## src/rtl/core/fp8sq_pkg.sv

```systemverilog
package fp8sq_pkg;

   localparam int GEN_COUNT = 16;
   localparam int ELEMS_PER_GEN = 16;
   localparam int GEN_W = (GEN_COUNT > 1) ? $clog2(GEN_COUNT) : 1;
   localparam int IDX_TOTAL = GEN_COUNT * ELEMS_PER_GEN;
   localparam int IDX_W = (IDX_TOTAL > 1) ? $clog2(IDX_TOTAL) : 1;
   localparam int QUEUE_DEPTH = 2;

   localparam logic [31:0] ONE_FP32 = 32'h3F80_0000;
   localparam logic [31:0] CANON_NAN = 32'h7FC0_0000;

   localparam logic [15:0] HALF_QNAN = 16'h7E00;
   localparam logic [15:0] HALF_EXP_MASK = 16'h7C00;
   localparam logic [15:0] HALF_TOP_MASK = 16'h7F00;
   localparam logic [15:0] HALF_ROUND_LIMIT = 16'h7B00;
   localparam logic [15:0] HALF_EXP_MAX_ROUND = 16'h7800;
   localparam logic [15:0] HALF_EXP_MIN_NORMAL = 16'h0400;
   localparam logic [15:0] HALF_LOW_MASK = 16'h00FF;
   localparam logic [15:0] HALF_TIE_MASK = 16'h0180;
   localparam logic [15:0] HALF_HALF_LSB = 16'h0080;
   localparam logic [15:0] HALF_KEPT_LSB = 16'h0100;
   localparam logic [15:0] HALF_KEPT_MASK = 16'hFF00;

   localparam logic [31:0] SEED_TABLE [16][4] = '{
      '{32'd1387366120, 32'd2798441831, 32'd888998500, 32'd1099633400},
      '{32'd2034269327, 32'd2125325156, 32'd1209715489, 32'd1931656721},
      '{32'd1555452618, 32'd650181557, 32'd883695203, 32'd627677842},
      '{32'd4195248041, 32'd2146478152, 32'd480059239, 32'd1468956197},
      '{32'd1252084877, 32'd500390994, 32'd977516591, 32'd1950666000},
      '{32'd3936597502, 32'd834151069, 32'd1477014702, 32'd734008143},
      '{32'd1983400973, 32'd1164103095, 32'd2110188261, 32'd2019272068},
      '{32'd1877096364, 32'd2833629967, 32'd4196320416, 32'd1774181187},
      '{32'd702309618, 32'd4077815558, 32'd1512057936, 32'd1868769368},
      '{32'd510001215, 32'd966559856, 32'd776583255, 32'd1475621065},
      '{32'd1271806057, 32'd1881312534, 32'd478635452, 32'd814821902},
      '{32'd733990058, 32'd1889991804, 32'd1108257970, 32'd1093480892},
      '{32'd4273743809, 32'd4167473370, 32'd558000409, 32'd1594848927},
      '{32'd444870959, 32'd1595722866, 32'd1064124488, 32'd3637102547},
      '{32'd703721499, 32'd3896407831, 32'd1002360059, 32'd1427395742},
      '{32'd1295231497, 32'd1254972431, 32'd1423497865, 32'd861918264}
   };

   typedef struct packed {
      logic [31:0] value_bits;
      logic        last_of_block;
   } item_type;

   // fp32 pattern to fp16 pattern, round to nearest even.
   function automatic logic [15:0] to_half(input logic [31:0] f);
      logic               sign;
      logic [7:0]         e;
      logic [22:0]        m;
      logic signed [9:0]  he;
      logic [15:0]        h;
      logic [12:0]        rem;
      logic [23:0]        sig;
      logic [9:0]         shw;
      logic [4:0]         sh;
      logic [23:0]        q;
      logic [23:0]        remb;
      logic [23:0]        halfb;
      sign = f[31];
      e = f[30:23];
      m = f[22:0];
      he = $signed({2'b00, e}) - 10'sd112;
      h = {sign, 15'd0};
      if (e == 8'hFF) begin
         h = (m != 23'd0) ? HALF_QNAN : ({sign, 15'd0} | HALF_EXP_MASK);
      end else if (he >= 10'sd31) begin
         h = {sign, 15'd0} | HALF_EXP_MASK;
      end else if (he >= 10'sd1) begin
         h = {sign, he[4:0], m[22:13]};
         rem = m[12:0];
         if (rem > 13'h1000 || (rem == 13'h1000 && h[0])) begin
            h = h + 16'd1;
         end
      end else if (e == 8'd0 || he < -10'sd10) begin
         h = {sign, 15'd0};
      end else begin
         sig = {1'b1, m};
         shw = 10'(10'sd14 - he);
         sh = shw[4:0];
         q = sig >> sh;
         remb = sig & ((24'd1 << sh) - 24'd1);
         halfb = 24'd1 << (sh - 5'd1);
         h = {sign, q[14:0]};
         if (remb > halfb || (remb == halfb && q[0])) begin
            h = h + 16'd1;
         end
      end
      return h;
   endfunction

   // Stochastic rounding of normals, nearest even for subnormals, low byte cleared.
   function automatic logic [15:0] quantize(input logic [15:0] h_in, input logic [7:0] rnd);
      logic [15:0] h;
      logic [15:0] ex;
      logic        round_ok;
      h = h_in;
      ex = h_in & HALF_EXP_MASK;
      round_ok = (h_in & HALF_TOP_MASK) <= HALF_ROUND_LIMIT;
      if (ex != HALF_EXP_MASK && round_ok) begin
         if (ex >= HALF_EXP_MIN_NORMAL && ex <= HALF_EXP_MAX_ROUND) begin
            h = h_in + {8'd0, rnd};
         end else if (ex == 16'd0 && ((h_in & HALF_LOW_MASK) > HALF_HALF_LSB
                      || (h_in & HALF_TIE_MASK) == HALF_TIE_MASK)) begin
            h = h_in + HALF_KEPT_LSB;
         end
      end
      return h & HALF_KEPT_MASK;
   endfunction

   // E5M2 code widened exactly to an fp32 pattern.
   function automatic logic [31:0] widen(input logic [7:0] code);
      logic [31:0] w;
      logic        sign;
      logic [4:0]  e;
      logic [1:0]  q;
      sign = code[7];
      e = code[6:2];
      q = code[1:0];
      if (e == 5'h1F) begin
         w = (q != 2'd0) ? CANON_NAN : {sign, 8'hFF, 23'd0};
      end else if (e != 5'd0) begin
         w = {sign, 8'({3'd0, e} + 8'd112), q, 21'd0};
      end else begin
         case (q)
            2'd1: w = {sign, 8'd111, 23'd0};
            2'd2: w = {sign, 8'd112, 23'd0};
            2'd3: w = {sign, 8'd112, 2'b10, 21'd0};
            default: w = {sign, 31'd0};
         endcase
      end
      return w;
   endfunction

endpackage

```

## src/rtl/core/fp8sq_front.sv

```systemverilog
module fp8sq_front (
   input  logic                 clock,
   input  logic                 reset,
   input  logic                 push,
   input  fp8sq_pkg::item_type  in_item,
   output logic                 full,
   output fp8sq_pkg::item_type  out_item,
   output logic                 out_valid,
   input  logic                 out_ready
);
   import fp8sq_pkg::*;

   localparam int PTR_W = (QUEUE_DEPTH > 1) ? $clog2(QUEUE_DEPTH) : 1;
   localparam int CNT_W = $clog2(QUEUE_DEPTH + 1);

   item_type           mem_ff [QUEUE_DEPTH];
   logic [PTR_W-1:0]   wr_ff, wr_in, rd_ff, rd_in;
   logic [CNT_W-1:0]   count_ff, count_in;
   logic               do_push, do_pop;

   assign full = (count_ff == CNT_W'(QUEUE_DEPTH));
   assign out_valid = (count_ff != '0);
   assign out_item = mem_ff[rd_ff];
   assign do_push = push && !full;
   assign do_pop = out_valid && out_ready;

   always_comb begin
      wr_in = wr_ff;
      rd_in = rd_ff;
      count_in = count_ff;
      if (do_push) begin
         wr_in = (wr_ff == PTR_W'(QUEUE_DEPTH - 1)) ? '0 : wr_ff + PTR_W'(1);
      end
      if (do_pop) begin
         rd_in = (rd_ff == PTR_W'(QUEUE_DEPTH - 1)) ? '0 : rd_ff + PTR_W'(1);
      end
      if (do_push && !do_pop) begin
         count_in = count_ff + CNT_W'(1);
      end else if (do_pop && !do_push) begin
         count_in = count_ff - CNT_W'(1);
      end
   end

   always_ff @(posedge clock) begin
      if (reset) begin
         wr_ff <= '0;
         rd_ff <= '0;
         count_ff <= '0;
      end else begin
         wr_ff <= wr_in;
         rd_ff <= rd_in;
         count_ff <= count_in;
      end
      if (do_push) begin
         mem_ff[wr_ff] <= in_item;
      end
   end

endmodule

```

## config.mk

```make
export PLATFORM = sky130hd
export DESIGN_NAME = fp8sq_front
export DESIGN_NICKNAME = d
export VERILOG_FILES = /design/src/rtl/core/fp8sq_pkg.sv /design/src/rtl/core/fp8sq_front.sv
export SDC_FILE = /design/constraint.sdc
export NUM_CORES = 1
export LEC_CHECK = 0
export ABC_AREA = 1
export ABC_CLOCK_PERIOD_IN_PS = 3600
export BUFFER_PORTS_ARGS = -buffer_cell sky130_fd_sc_hd__clkbuf_2
export CAP_MARGIN = 20
export CORE_ASPECT_RATIO = 1.1
export CORE_MARGIN = 3
export CORE_UTILIZATION = 38
export CTS_CLUSTER_SIZE = 16
export DETAILED_ROUTE_END_ITERATION = 7
export PLACE_DENSITY = 0.61
export SYNTH_ARGS = -nofsm -noshare
export SYNTH_HDL_FRONTEND = slang
export SYNTH_SLANG_ARGS = --single-unit
```

## constraint.sdc

```tcl
create_clock -name clock -period 3.6 [get_ports clock]
set_input_delay 0.36 -clock clock [delete_from_list [all_inputs] [get_ports clock]]
set_output_delay 0.36 -clock clock [all_outputs]
set_load 0.05 [all_outputs]
```

==> results.sh <==
export IMPL_status="finished, final reports clean"
export IMPL_rsz0062_at_grt="false"
export IMPL_final_max_slew_violation_count=0
export IMPL_powerDensity_mw_per_mm2=775
export IMPL_layout_nets=257
export IMPL_grt_max_degree=34
export IMPL_core_area_mm2=0.00705
export IMPL_ctsHoldBuffers=0
export IMPL_p_sw_frac=0.371
export IMPL_regArea_mm2=0.00208
export IMPL_vias=1402
export IMPL_fin_hold_ws_ns=0.218
export IMPL_pwr_share_seq=0.428
export IMPL_drc=0
export IMPL_cts_root_buf="clkbuf_8"
export IMPL_pre_cts_slack_ns=1.47
export IMPL_cts_sinks=71
export IMPL_clk_path_buf_depth=2
export IMPL_cts_max_level=3
export IMPL_io_buffers=71
export IMPL_fillers=610
export IMPL_drive_gt1_frac=0.540
export IMPL_grtUsageTotal=0.114
export IMPL_finalHoldViolations=0
export IMPL_fin_crit_ns=2.44
export IMPL_r2r_start="count_ff[1]"
export IMPL_wl_per_cell_um=14.5
export IMPL_ir_worst_vdd_mv=0.454
export IMPL_layout_common_cells="clkbuf_2 (71), edfxtp_1 (66), mux2_4 (30)"
export IMPL_timing_worst_setup_path_type="register to output port"
export IMPL_ys_seq_area_frac=0.749
export IMPL_die_x_um=87.6
export IMPL_insertion_delay_ns=0.33
export IMPL_die_area_mm2=0.00838
export IMPL_r2r_end="mem_ff[1][7]"
export IMPL_tightest_slew_ns=0.988
export IMPL_post_cts_buffers=0
export IMPL_setup_viol=0
export IMPL_final_cells=309
export IMPL_cellLeakagePower_nw=1.37
export IMPL_fin_skew_ns=0.00791
export IMPL_drtPass1Iterations=4
export IMPL_synth_area_mm2=0.00278
export IMPL_grt_pass1_wl_mm=6.76
export IMPL_dp_cells=293
export IMPL_relSlewSlack=0.340
export IMPL_wirelength_mm=4.49
export IMPL_p_comb_frac=0.353
export IMPL_numCtsBuffers=9
export IMPL_final_common_cell="clkbuf_2"
export IMPL_ios=72
export IMPL_chipHeight_um=95.7
export IMPL_cap_violations=0
export IMPL_drtIter0Drc=27
export IMPL_pwr_share_clk=0.219
export IMPL_timing_setup_tns_ns=0
export IMPL_cts_resized=0
export IMPL_arrival_ns=2.08
export IMPL_grt_pass1_vias=1451
export IMPL_fin_ws_ns=1.16
export IMPL_critPathCapture="out_item[19]"
export IMPL_hold_class="primary input to register"
export IMPL_antenna_found_initial=0
export IMPL_multi_input_area_um2=613
export IMPL_syn_area_per_cell_um2=19.9
export IMPL_n_antenna_cell=0
export IMPL_startpoint_type="register"
export IMPL_vias_per_cell=4.54
export IMPL_synth_warning_count=0
export IMPL_gp_congestion=0.702
export IMPL_clock_fmax_mhz=410
export IMPL_syn_nets=178
export IMPL_area_growth_pct=21.3
export IMPL_tritoncts="built"
export IMPL_reg2reg_depth=3
export IMPL_fin_crit_sh=0.677
export IMPL_critPathMaxFanout=23
export IMPL_clkTransAtPathRegs_ns=0.07
export IMPL_dp_hpwl_mm=3.04
export IMPL_start_util=0.395
export IMPL_cp_end_kind="output port"
export IMPL_intPower_w=0.00165
export IMPL_postSynthCellCount=140
export IMPL_drtAntennaViolNets=0
export IMPL_switchingPower_w=0.000970
export IMPL_rrSetupSlack_ns=1.89
export IMPL_synth_seq_cells=71
export IMPL_crit_required_ns=3.24
export IMPL_overflow=0
export IMPL_synth_cell_types=15
export IMPL_final_core_util=0.479
export IMPL_rows=32
[cell type report]
type / instances / share of cell area
inverters: 8 / 0.00890
clock inverters: 6 / 0.0152
well taps: 85 / 0.0315
clock buffers: 10 / 0.0378
flip-flops and latches: 71 / 0.617
repair buffers: 72 / 0.108
multi-input cells: 57 / 0.182
[per-stage QoR]
stage	instance area [um^2]	power [W]
global route	3370	0.00275
CTS	3370	0.00266
global placement	3200	0.00207
finish	3370	0.00262
floorplan	2780	0.00193
detailed placement	3200	0.00208
[critical path, stage by stage, from the launching register on]
cell      delay [ns]
dfxtp_2         0.81
buf_4           0.37
mux2_4          0.32
clkbuf_2        0.24
[cell usage after synthesis (all sizes together)]
| master | n | area share |
|---|---|---|
| nand4 | 1 | 0.0023 |
| ha | 1 | 0.0045 |
| dfxtp | 5 | 0.036 |
| inv | 8 | 0.011 |
| edfxtp | 66 | 0.71 |
| nand3 | 2 | 0.0036 |
| o21ai | 3 | 0.0067 |
| nand2 | 7 | 0.0094 |
| mux2 | 33 | 0.17 |
| a21oi | 2 | 0.0036 |
| nor2 | 8 | 0.011 |
| buf | 4 | 0.026 |
[flip-flops by register name, indices dropped and copies added, names as in the netlist, named ones only]
signal / flops
wr_ff: 1
rd_ff: 1
count_ff: 2
mem_ff: 66
[routing by layer]
metal	vias to the layer above	GRT usage	wire length (um)
met1	672	0.113	1690
li1	683	-	-
met5	-	0	0
met4	0	0.0652	87
met2	39	0.201	2470
met3	8	0.0445	239
[how the worst min path moves through the flow]
| stage | startpoint | end | slack, ns | depth (start not counted) |
|---|---|---|---|---|
| 6_report | in_item[32] | mem_ff[1][32] | 0.22 | 1 |
| 5_1_grt | in_item[26] | mem_ff[0][26] | 0.19 | 1 |
| 4_1_cts | in_item[26] | mem_ff[0][26] | 0.20 | 1 |
| 3_5_place_dp | rd_ff | rd_ff | 0.49 | 2 |
| 3_3_place_gp | rd_ff | rd_ff | 0.48 | 2 |
| 2_1_floorplan | in_item[0] | mem_ff[0][0] | 0.46 | 0 |
[cell families (layout without fill, tap and decap cells)]
| group | after synthesis | count (layout) | share of synthesized area |
|---|---|---|---|
| AOI/OAI and AO/OA | 5 | 5 | 0.0103 |
| buffers and inverters | 12 | 96 | 0.0364 |
| and+or+nand+nor | 18 | 18 | 0.0261 |
| muxes | 33 | 33 | 0.174 |
| adders and majority gates | 1 | 1 | 0.00450 |
| DFF | 71 | 71 | 0.749 |
[power groups by stage]
stage / sequential [W] / combinational [W] / clock (W)
6_report: 0.00112 / 0.000923 / 0.000573
5_1_grt: 0.00114 / 0.000977 / 0.000634
4_1_cts: 0.00113 / 0.000937 / 0.000595
3_5_place_dp: 0.00114 / 0.000934 / 0
3_3_place_gp: 0.00114 / 0.000930 / 0
2_1_floorplan: 0.00109 / 0.000833 / 0
No activity file was read; power rests on OpenSTA's default activity.
