<file path="config.mk">
export PLATFORM = sky130hd
export DESIGN_NAME = fp8sq_back
export DESIGN_NICKNAME = d
export VERILOG_FILES = /design/src/rtl/core/fp8sq_pkg.sv /design/src/rtl/core/fp8sq_fmul.sv /design/src/rtl/core/fp8sq_rng.sv /design/src/rtl/core/fp8sq_back.sv
export SDC_FILE = /design/constraint.sdc
export NUM_CORES = 2
export LEC_CHECK = 0
export BUFFER_PORTS_ARGS = -buffer_cell sky130_fd_sc_hd__buf_4
export CAP_MARGIN = 0
export CORE_MARGIN = 5
export CORE_UTILIZATION = 65
export CTS_CLUSTER_DIAMETER = 60
export DETAILED_ROUTE_END_ITERATION = 10
export PLACE_DENSITY_LB_ADDON = 0.08
export REMOVE_ABC_BUFFERS = 1
export SLEW_MARGIN = 20
export SYNTH_ARGS = -nofsm -noshare
export SYNTH_HDL_FRONTEND = slang
export SYNTH_SLANG_ARGS = --single-unit
</file>
<file path="constraint.sdc">
create_clock -name clock -period 28.5 [get_ports clock]
set_input_delay 1.425 -clock clock [delete_from_list [all_inputs] [get_ports clock]]
set_output_delay 1.425 -clock clock [all_outputs]
set_load 0.02 [all_outputs]
</file>
<file path="src/rtl/core/fp8sq_pkg.sv">
package fp8sq_pkg;

   localparam int GEN_COUNT = 16;
   localparam int ELEMS_PER_GEN = 16;
   localparam int GEN_W = (GEN_COUNT > 1) ? $clog2(GEN_COUNT) : 1;
   localparam int IDX_TOTAL = GEN_COUNT * ELEMS_PER_GEN;
   localparam int IDX_W = (IDX_TOTAL > 1) ? $clog2(IDX_TOTAL) : 1;
   localparam int QUEUE_DEPTH = 2;

   localparam logic [31:0] ONE_FP32 = 32'h3F80_0000;
   localparam logic [31:0] CANON_NAN = 32'h7FC0_0000;

   localparam logic [15:0] HALF_QNAN = 16'h7E00;
   localparam logic [15:0] HALF_EXP_MASK = 16'h7C00;
   localparam logic [15:0] HALF_TOP_MASK = 16'h7F00;
   localparam logic [15:0] HALF_ROUND_LIMIT = 16'h7B00;
   localparam logic [15:0] HALF_EXP_MAX_ROUND = 16'h7800;
   localparam logic [15:0] HALF_EXP_MIN_NORMAL = 16'h0400;
   localparam logic [15:0] HALF_LOW_MASK = 16'h00FF;
   localparam logic [15:0] HALF_TIE_MASK = 16'h0180;
   localparam logic [15:0] HALF_HALF_LSB = 16'h0080;
   localparam logic [15:0] HALF_KEPT_LSB = 16'h0100;
   localparam logic [15:0] HALF_KEPT_MASK = 16'hFF00;

   localparam logic [31:0] SEED_TABLE [16][4] = '{
      '{32'd1387366120, 32'd2798441831, 32'd888998500, 32'd1099633400},
      '{32'd2034269327, 32'd2125325156, 32'd1209715489, 32'd1931656721},
      '{32'd1555452618, 32'd650181557, 32'd883695203, 32'd627677842},
      '{32'd4195248041, 32'd2146478152, 32'd480059239, 32'd1468956197},
      '{32'd1252084877, 32'd500390994, 32'd977516591, 32'd1950666000},
      '{32'd3936597502, 32'd834151069, 32'd1477014702, 32'd734008143},
      '{32'd1983400973, 32'd1164103095, 32'd2110188261, 32'd2019272068},
      '{32'd1877096364, 32'd2833629967, 32'd4196320416, 32'd1774181187},
      '{32'd702309618, 32'd4077815558, 32'd1512057936, 32'd1868769368},
      '{32'd510001215, 32'd966559856, 32'd776583255, 32'd1475621065},
      '{32'd1271806057, 32'd1881312534, 32'd478635452, 32'd814821902},
      '{32'd733990058, 32'd1889991804, 32'd1108257970, 32'd1093480892},
      '{32'd4273743809, 32'd4167473370, 32'd558000409, 32'd1594848927},
      '{32'd444870959, 32'd1595722866, 32'd1064124488, 32'd3637102547},
      '{32'd703721499, 32'd3896407831, 32'd1002360059, 32'd1427395742},
      '{32'd1295231497, 32'd1254972431, 32'd1423497865, 32'd861918264}
   };

   typedef struct packed {
      logic [31:0] value_bits;
      logic        last_of_block;
   } item_type;

   // fp32 pattern to fp16 pattern, round to nearest even.
   function automatic logic [15:0] to_half(input logic [31:0] f);
      logic               sign;
      logic [7:0]         e;
      logic [22:0]        m;
      logic signed [9:0]  he;
      logic [15:0]        h;
      logic [12:0]        rem;
      logic [23:0]        sig;
      logic [9:0]         shw;
      logic [4:0]         sh;
      logic [23:0]        q;
      logic [23:0]        remb;
      logic [23:0]        halfb;
      sign = f[31];
      e = f[30:23];
      m = f[22:0];
      he = $signed({2'b00, e}) - 10'sd112;
      h = {sign, 15'd0};
      if (e == 8'hFF) begin
         h = (m != 23'd0) ? HALF_QNAN : ({sign, 15'd0} | HALF_EXP_MASK);
      end else if (he >= 10'sd31) begin
         h = {sign, 15'd0} | HALF_EXP_MASK;
      end else if (he >= 10'sd1) begin
         h = {sign, he[4:0], m[22:13]};
         rem = m[12:0];
         if (rem > 13'h1000 || (rem == 13'h1000 && h[0])) begin
            h = h + 16'd1;
         end
      end else if (e == 8'd0 || he < -10'sd10) begin
         h = {sign, 15'd0};
      end else begin
         sig = {1'b1, m};
         shw = 10'(10'sd14 - he);
         sh = shw[4:0];
         q = sig >> sh;
         remb = sig & ((24'd1 << sh) - 24'd1);
         halfb = 24'd1 << (sh - 5'd1);
         h = {sign, q[14:0]};
         if (remb > halfb || (remb == halfb && q[0])) begin
            h = h + 16'd1;
         end
      end
      return h;
   endfunction

   // Stochastic rounding of normals, nearest even for subnormals, low byte cleared.
   function automatic logic [15:0] quantize(input logic [15:0] h_in, input logic [7:0] rnd);
      logic [15:0] h;
      logic [15:0] ex;
      logic        round_ok;
      h = h_in;
      ex = h_in & HALF_EXP_MASK;
      round_ok = (h_in & HALF_TOP_MASK) <= HALF_ROUND_LIMIT;
      if (ex != HALF_EXP_MASK && round_ok) begin
         if (ex >= HALF_EXP_MIN_NORMAL && ex <= HALF_EXP_MAX_ROUND) begin
            h = h_in + {8'd0, rnd};
         end else if (ex == 16'd0 && ((h_in & HALF_LOW_MASK) > HALF_HALF_LSB
                      || (h_in & HALF_TIE_MASK) == HALF_TIE_MASK)) begin
            h = h_in + HALF_KEPT_LSB;
         end
      end
      return h & HALF_KEPT_MASK;
   endfunction

   // E5M2 code widened exactly to an fp32 pattern.
   function automatic logic [31:0] widen(input logic [7:0] code);
      logic [31:0] w;
      logic        sign;
      logic [4:0]  e;
      logic [1:0]  q;
      sign = code[7];
      e = code[6:2];
      q = code[1:0];
      if (e == 5'h1F) begin
         w = (q != 2'd0) ? CANON_NAN : {sign, 8'hFF, 23'd0};
      end else if (e != 5'd0) begin
         w = {sign, 8'({3'd0, e} + 8'd112), q, 21'd0};
      end else begin
         case (q)
            2'd1: w = {sign, 8'd111, 23'd0};
            2'd2: w = {sign, 8'd112, 23'd0};
            2'd3: w = {sign, 8'd112, 2'b10, 21'd0};
            default: w = {sign, 31'd0};
         endcase
      end
      return w;
   endfunction

endpackage

</file>
<file path="src/rtl/core/fp8sq_fmul.sv">
module fp8sq_fmul (
   input  logic        clock,
   input  logic        reset,
   input  logic        start,
   input  logic [31:0] a,
   input  logic [31:0] b,
   output logic        done,
   output logic [31:0] y
);
   import fp8sq_pkg::*;

   typedef enum logic [1:0] {F_IDLE, F_NORM, F_FIN} state_type;

   state_type          state_ff, state_in;
   logic [47:0]        p_ff, p_in;
   logic signed [10:0] x_ff, x_in;
   logic               sign_ff, sign_in;
   logic               done_ff, done_in;
   logic [31:0]        y_ff, y_in;

   logic [7:0]         ea, eb, eaa, ebb;
   logic               a_nan, b_nan, a_inf, b_inf, a_zero, b_zero;
   logic signed [10:0] x_sum;

   logic               under;
   logic signed [10:0] dx;
   logic [6:0]         shamt;
   logic [47:0]        q;
   logic               lost;
   logic signed [10:0] xe, xr;
   logic [23:0]        mant, mfin;
   logic [24:0]        m25;
   logic               grd, stk, inc;
   logic [31:0]        packed_y;

   assign ea = a[30:23];
   assign eb = b[30:23];
   assign a_nan = (ea == 8'hFF) && (a[22:0] != 23'd0);
   assign b_nan = (eb == 8'hFF) && (b[22:0] != 23'd0);
   assign a_inf = (ea == 8'hFF) && (a[22:0] == 23'd0);
   assign b_inf = (eb == 8'hFF) && (b[22:0] == 23'd0);
   assign a_zero = (ea == 8'd0) && (a[22:0] == 23'd0);
   assign b_zero = (eb == 8'd0) && (b[22:0] == 23'd0);
   assign eaa = (ea == 8'd0) ? 8'd1 : ea;
   assign ebb = (eb == 8'd0) ? 8'd1 : eb;
   // Exponent of product bit 47.
   assign x_sum = $signed({3'd0, eaa}) + $signed({3'd0, ebb}) - 11'sd126;

   // Results below the normal range are shifted right to the subnormal scale.
   assign under = x_ff < 11'sd1;
   assign dx = 11'sd1 - x_ff;
   assign shamt = !under ? 7'd0 : ((dx > 11'sd48) ? 7'd48 : dx[6:0]);
   assign q = p_ff >> shamt;
   assign lost = |(p_ff & ~({48{1'b1}} << shamt));
   assign xe = under ? 11'sd1 : x_ff;
   assign mant = q[47:24];
   assign grd = q[23];
   assign stk = (|q[22:0]) | lost;
   assign inc = grd & (stk | mant[0]);
   assign m25 = {1'b0, mant} + {24'd0, inc};
   assign mfin = m25[24] ? m25[24:1] : m25[23:0];
   assign xr = m25[24] ? (xe + 11'sd1) : xe;

   always_comb begin
      if (xr >= 11'sd255) begin
         packed_y = {sign_ff, 8'hFF, 23'd0};
      end else begin
         packed_y = {sign_ff, (mfin[23] ? xr[7:0] : 8'd0), mfin[22:0]};
      end
   end

   always_comb begin
      state_in = state_ff;
      p_in = p_ff;
      x_in = x_ff;
      sign_in = sign_ff;
      done_in = 1'b0;
      y_in = y_ff;
      unique case (state_ff)
         F_IDLE: begin
            if (start) begin
               sign_in = a[31] ^ b[31];
               if (a_nan || b_nan || (a_inf && b_zero) || (a_zero && b_inf)) begin
                  y_in = CANON_NAN;
                  done_in = 1'b1;
               end else if (a_inf || b_inf) begin
                  y_in = {a[31] ^ b[31], 8'hFF, 23'd0};
                  done_in = 1'b1;
               end else if (a_zero || b_zero) begin
                  y_in = {a[31] ^ b[31], 31'd0};
                  done_in = 1'b1;
               end else begin
                  p_in = {ea != 8'd0, a[22:0]} * {eb != 8'd0, b[22:0]};
                  x_in = x_sum;
                  state_in = F_NORM;
               end
            end
         end
         F_NORM: begin
            if (!p_ff[47] && x_ff > 11'sd1) begin
               p_in = p_ff << 1;
               x_in = x_ff - 11'sd1;
            end else begin
               state_in = F_FIN;
            end
         end
         F_FIN: begin
            y_in = packed_y;
            done_in = 1'b1;
            state_in = F_IDLE;
         end
         default: state_in = F_IDLE;
      endcase
   end

   always_ff @(posedge clock) begin
      if (reset) begin
         state_ff <= F_IDLE;
         done_ff <= 1'b0;
      end else begin
         state_ff <= state_in;
         done_ff <= done_in;
      end
      p_ff <= p_in;
      x_ff <= x_in;
      sign_ff <= sign_in;
      y_ff <= y_in;
   end

   assign done = done_ff;
   assign y = y_ff;

endmodule

</file>
<file path="src/rtl/core/fp8sq_rng.sv">
module fp8sq_rng (
   input  logic                        clock,
   input  logic                        reset,
   input  logic [fp8sq_pkg::GEN_W-1:0] gen_sel,
   input  logic                        step,
   output logic [31:0]                 rnd
);
   import fp8sq_pkg::*;

   // Row layout: word 3 in the top bits, word 0 in the bottom bits.
   logic [127:0] row_ff [GEN_COUNT];
   logic [127:0] row_in;
   logic [31:0]  s0, s1, s2, s3, t, n0, n1, n2, n3;

   always_comb begin
      {s3, s2, s1, s0} = row_ff[gen_sel];
      t = s1 << 9;
      n2 = s2 ^ s0;
      n3 = s3 ^ s1;
      n1 = s1 ^ n2;
      n0 = s0 ^ n3;
      n2 = n2 ^ t;
      n3 = {n3[20:0], n3[31:21]};
      row_in = {n3, n2, n1, n0};
   end

   assign rnd = s0 + s3;

   always_ff @(posedge clock) begin
      for (int g = 0; g < GEN_COUNT; g++) begin
         if (reset) begin
            row_ff[g] <= {SEED_TABLE[g % 16][3], SEED_TABLE[g % 16][2],
                          SEED_TABLE[g % 16][1], SEED_TABLE[g % 16][0]};
         end else if (step && gen_sel == GEN_W'(g)) begin
            row_ff[g] <= row_in;
         end
      end
   end

endmodule

</file>
<file path="src/rtl/core/fp8sq_back.sv">
module fp8sq_back (
   input  logic                clock,
   input  logic                reset,
   input  fp8sq_pkg::item_type in_item,
   input  logic                in_valid,
   output logic                in_ready,
   input  logic [31:0]         scale_bits,
   input  logic [31:0]         inverse_scale_bits,
   input  logic                pop,
   output logic                empty,
   output logic [31:0]         result_bits,
   output logic [7:0]          fp8_code
);
   import fp8sq_pkg::*;

   typedef enum logic [2:0] {B_IDLE, B_MUL1, B_QUANT, B_WIDE, B_MUL2, B_OUT} state_type;

   state_type        state_ff, state_in;
   logic             last_ff, last_in;
   logic [15:0]      half_ff, half_in;
   logic [7:0]       code_ff, code_in;
   logic [31:0]      wide_ff, wide_in;
   logic [31:0]      res_ff, res_in;
   logic [IDX_W-1:0] idx_ff, idx_in;
   logic             full_ff, full_in;
   logic [31:0]      out_res_ff, out_res_in;
   logic [7:0]       out_code_ff, out_code_in;

   logic             mul_start, mul_done;
   logic [31:0]      mul_a, mul_b, mul_y;
   logic             rng_step;
   logic [31:0]      rnd;
   logic [GEN_W-1:0] gen_sel;
   logic [15:0]      hq;
   logic [IDX_W:0]   idx_inc;

   assign gen_sel = GEN_W'((idx_ff / ELEMS_PER_GEN) % GEN_COUNT);
   assign hq = quantize(half_ff, rnd[7:0]);
   assign idx_inc = {1'b0, idx_ff} + (IDX_W + 1)'(1);

   fp8sq_fmul u_fmul (
      .clock (clock),
      .reset (reset),
      .start (mul_start),
      .a     (mul_a),
      .b     (mul_b),
      .done  (mul_done),
      .y     (mul_y)
   );

   fp8sq_rng u_rng (
      .clock   (clock),
      .reset   (reset),
      .gen_sel (gen_sel),
      .step    (rng_step),
      .rnd     (rnd)
   );

   assign in_ready = (state_ff == B_IDLE);
   assign mul_start = (state_ff == B_IDLE && in_valid) || (state_ff == B_WIDE);
   assign mul_a = (state_ff == B_IDLE) ? in_item.value_bits : wide_ff;
   assign mul_b = (state_ff == B_IDLE) ? scale_bits : inverse_scale_bits;
   // Every finite half value advances its generator, used or not.
   assign rng_step = (state_ff == B_QUANT) && ((half_ff & HALF_EXP_MASK) != HALF_EXP_MASK);

   always_comb begin
      state_in = state_ff;
      last_in = last_ff;
      half_in = half_ff;
      code_in = code_ff;
      wide_in = wide_ff;
      res_in = res_ff;
      idx_in = idx_ff;
      full_in = full_ff;
      out_res_in = out_res_ff;
      out_code_in = out_code_ff;
      if (pop && full_ff) begin
         full_in = 1'b0;
      end
      unique case (state_ff)
         B_IDLE: begin
            if (in_valid) begin
               last_in = in_item.last_of_block;
               state_in = B_MUL1;
            end
         end
         B_MUL1: begin
            if (mul_done) begin
               half_in = to_half(mul_y);
               state_in = B_QUANT;
            end
         end
         B_QUANT: begin
            code_in = hq[15:8];
            wide_in = widen(hq[15:8]);
            if (last_ff || idx_inc == (IDX_W + 1)'(IDX_TOTAL)) begin
               idx_in = '0;
            end else begin
               idx_in = idx_inc[IDX_W-1:0];
            end
            state_in = B_WIDE;
         end
         B_WIDE: begin
            state_in = B_MUL2;
         end
         B_MUL2: begin
            if (mul_done) begin
               if (mul_y[30:23] == 8'hFF && mul_y[22:0] != 23'd0) begin
                  res_in = CANON_NAN;
               end else begin
                  res_in = mul_y;
               end
               state_in = B_OUT;
            end
         end
         B_OUT: begin
            if (!full_ff || pop) begin
               out_res_in = res_ff;
               out_code_in = code_ff;
               full_in = 1'b1;
               state_in = B_IDLE;
            end
         end
         default: state_in = B_IDLE;
      endcase
   end

   always_ff @(posedge clock) begin
      if (reset) begin
         state_ff <= B_IDLE;
         idx_ff <= '0;
         full_ff <= 1'b0;
      end else begin
         state_ff <= state_in;
         idx_ff <= idx_in;
         full_ff <= full_in;
      end
      last_ff <= last_in;
      half_ff <= half_in;
      code_ff <= code_in;
      wide_ff <= wide_in;
      res_ff <= res_in;
      out_res_ff <= out_res_in;
      out_code_ff <= out_code_in;
   end

   assign empty = !full_ff;
   assign result_bits = out_res_ff;
   assign fp8_code = out_code_ff;

endmodule
</file>
==> summary.md <==
| Metric | Value |
|---|---|
| M2 GR Usage | `60.4%` |
| DRT Wirelength | `377,000 um` |
| Clk pwr share | `21.2%` |
| Num CTS Buffers | `221` |
| Most Crowded Layer GR | `met2` |
| Clock root cell | `clkbuf_16` |
| Top cells by count, synth | `edfxtp_1 (2,247), nand2_1 (1,717), nor2_1 (1,292)` |
| Net Sw Frac | `40.2%` |
| Yosys warns | `0` |
| Post-route ant nets | `0` |
| Clk sinks | `2,266` |
| CORE AREA | `190,000 um^2` |
| Max-slew violations | `0` |
| Grt total ovfl | `0` |
| Outcome | `complete, no violations` |
| Sequential power share | `29.8%` |
| Setup TNS | `0 ns` |
| Cts repair resizes | `0` |
| Global Route Usage Sum | `38.2%` |
| Starting Density | `65.3%` |
| Critical path class | `reg -> reg` |
| Largest area contributor in the netlist | `edfxtp_1` |
| Critical Path Source Type | `flip-flop` |
| Sequential-to-total area share from yosys stat | `54.6%` |
| Count leader, synth | `edfxtp_1` |
| Tmin final | `11.17 ns` |
| # IOs | `143` |
| DR vias/cell | `6.83` |
| Maxcap violations | `0` |
| Fraction of registers with async set or reset after synthesis | `0%` |
| DP Wirelength | `216,000 um` |
| Critical Path Fanout Max | `97` |
| Die Y | `447 um` |
| Fin nets | `10,400` |
| Synth top area share | `54.3%` |
| Antenna cell count | `0` |
| Synth Area in Compound Gates | `3.77%` |
| Die ar. | `200,000 um^2` |
| Final Total Pwr | `13.7 mW` |
| Leak Pwr | `45.7 nW` |
| Crit-path leading delay family | `adder cells` |
| Clock Pin Slew Worst Setup and Hold Paths | `0.07 ns` |
| Slew at the pin with the worst max-slew slack | `1.24 ns` |
| Buf/Inv on CP | `6` |
| Cts hold-fix bufs | `0` |
| IO Port Bufs | `142` |
| First-pass GRT wire length | `556,000 um` |
| Power per cell area | `101 nW/um^2` |
| Met1 track demand over resource | `52.3%` |
| Crit-path max cell delay | `0.92 ns` |
| Synth Area in Adders | `10.3%` |
| Met3 GRT Util | `8.39%` |
| Routability congestion estimate from global placement | `0.939` |
| Postcts setup bufs | `0` |
| TritonRoute pass-1 iters | `8` |
| Routed vias | `84,000` |
| Drt drc | `0` |
| Synth Instances | `9,811` |
| Required time worst endpoint | `29.05 ns` |
| Simple-gate area share of the yosys netlist | `12.7%` |
| Pint | `8.20 mW` |
| Unique masters post-synth | `110` |
| Number of synthesized flops with an enable pin | `2,247` |
| Core Util, Final | `71.1%` |
| Hold violation count in the final report | `0` |
| Fin crit share | `39.2%` |
| CP max stage cell | `and2_1` |
| Top FF cell, synth | `edfxtp_1` |
| HP Class | `reg -> reg` |
| Area Overhead vs Synth | `8.84%` |
| Initial antenna violation count | `5` |
| Syn Std Cell Area | `124,000 um^2` |
| H-tree depth reported by CTS | `4` |
| Largest net degree at the start of global routing | `101` |
| Post-Synth XOR/XNOR Area | `2.11%` |
| Row cnt | `160` |
| FF+latch count, synth | `2,266` |
| Vias in the first global route | `85,000` |
| Layout cells sized above 1 | `15.7%` |
| Clock tree buffer depth | `3` |
| Mux contribution to synthesized area | `12.4%` |
| Synth area leaders | `edfxtp_1 (54%), mux4_2 (12%), fa_1 (7.8%)` |
| Psw | `5.51 mW` |
| Setup-failing EPs final | `0` |
| DRT iter0 DRCs | `12,500` |
| Die W | `447 um` |
| Synth Area per Inst | `12.7 um^2` |
| RSZ-0062 raised after global routing | `false` |
| Worst rel slew slack | `17.7%` |
| Most Frequent Cell on Critical Path | `fa_1` |
| TritonCTS clock tree | `built` |
| Wire per inst | `30.7 um` |
| Critical path arrival | `11.72 ns` |
| Fin Clk Skew | `0.0617 ns` |
| Worst vdd ir | `0.375 mV` |
| Largest family of logic cells by synthesized area | `simple AND/OR/NAND/NOR gates` |
| Setup crit end kind | `flip-flop` |
| Logic pwr share | `49.0%` |
| Fmax | `89.5 MHz` |
| Skew-Pair Late Insertion Delay | `0.89 ns` |
## registers in the layout, indices dropped and copies added (netlist names), 2 cells and up, named ones only
signal / count
u_rng.row_ff: 2048
u_fmul.p_ff: 48
res_ff: 32
result_bits: 32
u_fmul.y: 32
half_ff: 16
u_fmul.x_ff: 11
wide_ff: 10
code_ff: 8
fp8_code: 8
idx_ff: 8
state_ff: 3
u_fmul.state_ff: 2
## cell type report
class,count,area [um^2]
Sequential cell,2266,67900
Fill cell,12900,54900
Multi-Input combinational cell,6200,52300
Clock buffer,265,5740
Tap cell,2511,3140
Timing Repair Buffer,343,2640
Inverter,570,2140
Clock inverter,147,1420
## cell usage in the layout, fill, tap and decap left out, drive strengths merged, types with 33 or more instances in the layout
master / Yosys / layout
o21ai: 140 / 140
clkinv: 2 / 110
nand4: 44 / 44
edfxtp: 2247 / 2247
and2: 99 / 99
a211oi: 51 / 51
clkbuf: 639 / 265
buf: 136 / 343
nand2: 1720 / 1720
ha: 245 / 245
mux4: 635 / 635
xnor2: 172 / 172
and3: 203 / 203
a31oi: 33 / 33
nand3: 66 / 66
mux2i: 92 / 92
nor4: 41 / 41
xor2: 127 / 127
fa: 484 / 484
a21o: 35 / 35
nor2b: 59 / 59
a21oi: 195 / 195
nor3: 87 / 87
nor2: 1294 / 1294
inv: 568 / 583
## kinds of logic after synthesis
group | Yosys count
simple gates | 3728
flops | 2266
buf+inv | 1345
mux | 747
fa+ha+maj | 730
compound gates | 696
xor+xnor | 299
## stage by stage
| step | instance area [um^2] | hold slack (ns) | std cells | setup WS [ns] |
|---|---|---|---|---|
| 3_3_place_gp | 127000 | 0.402 | 11900 | 17.81 |
| 4_1_cts | 135000 | 0.419 | 12300 | 17.42 |
| 2_1_floorplan | 121000 | 0.400 | 9036 | 1.80 |
| 3_5_place_dp | 128000 | 0.405 | 11900 | 17.55 |
| 6_report | 135000 | 0.416 | 12300 | 17.33 |
| 5_1_grt | 135000 | 0.423 | 12300 | 16.70 |
## per-layer routing
layer,routed length (um),vias to the layer above,share of wire (%)
met5,33,-,0.0088
met4,18700,4,4.9
li1,-,34200,-
met3,50000,1165,13
met1,130000,42100,34
met2,179000,6541,47
## power by group through the flow
stage | registers [mW] | logic, mW | clock network, mW
floorplan | 4.14 | 4.54 | 0
global placement | 4.14 | 6.48 | 0
detailed placement | 4.15 | 6.57 | 0
CTS | 4.08 | 6.64 | 2.91
global route | 4.09 | 7.30 | 3.06
finish | 4.09 | 6.72 | 2.91
## path summary, 6_finish.rpt
| path | startpoint | to | depth (start not counted) | slack, ns |
|---|---|---|---|---|
| max | state_ff[2] | u_fmul.p_ff[45] | 29 | 17.33 |
| min | res_ff[13] | result_bits[13] | 0 | 0.42 |
| max reg2reg | state_ff[2] | u_fmul.p_ff[45] | 29 | 17.33 |
| min reg2reg | res_ff[13] | result_bits[13] | 0 | 0.42 |
Power figures use the tool's default switching activity.
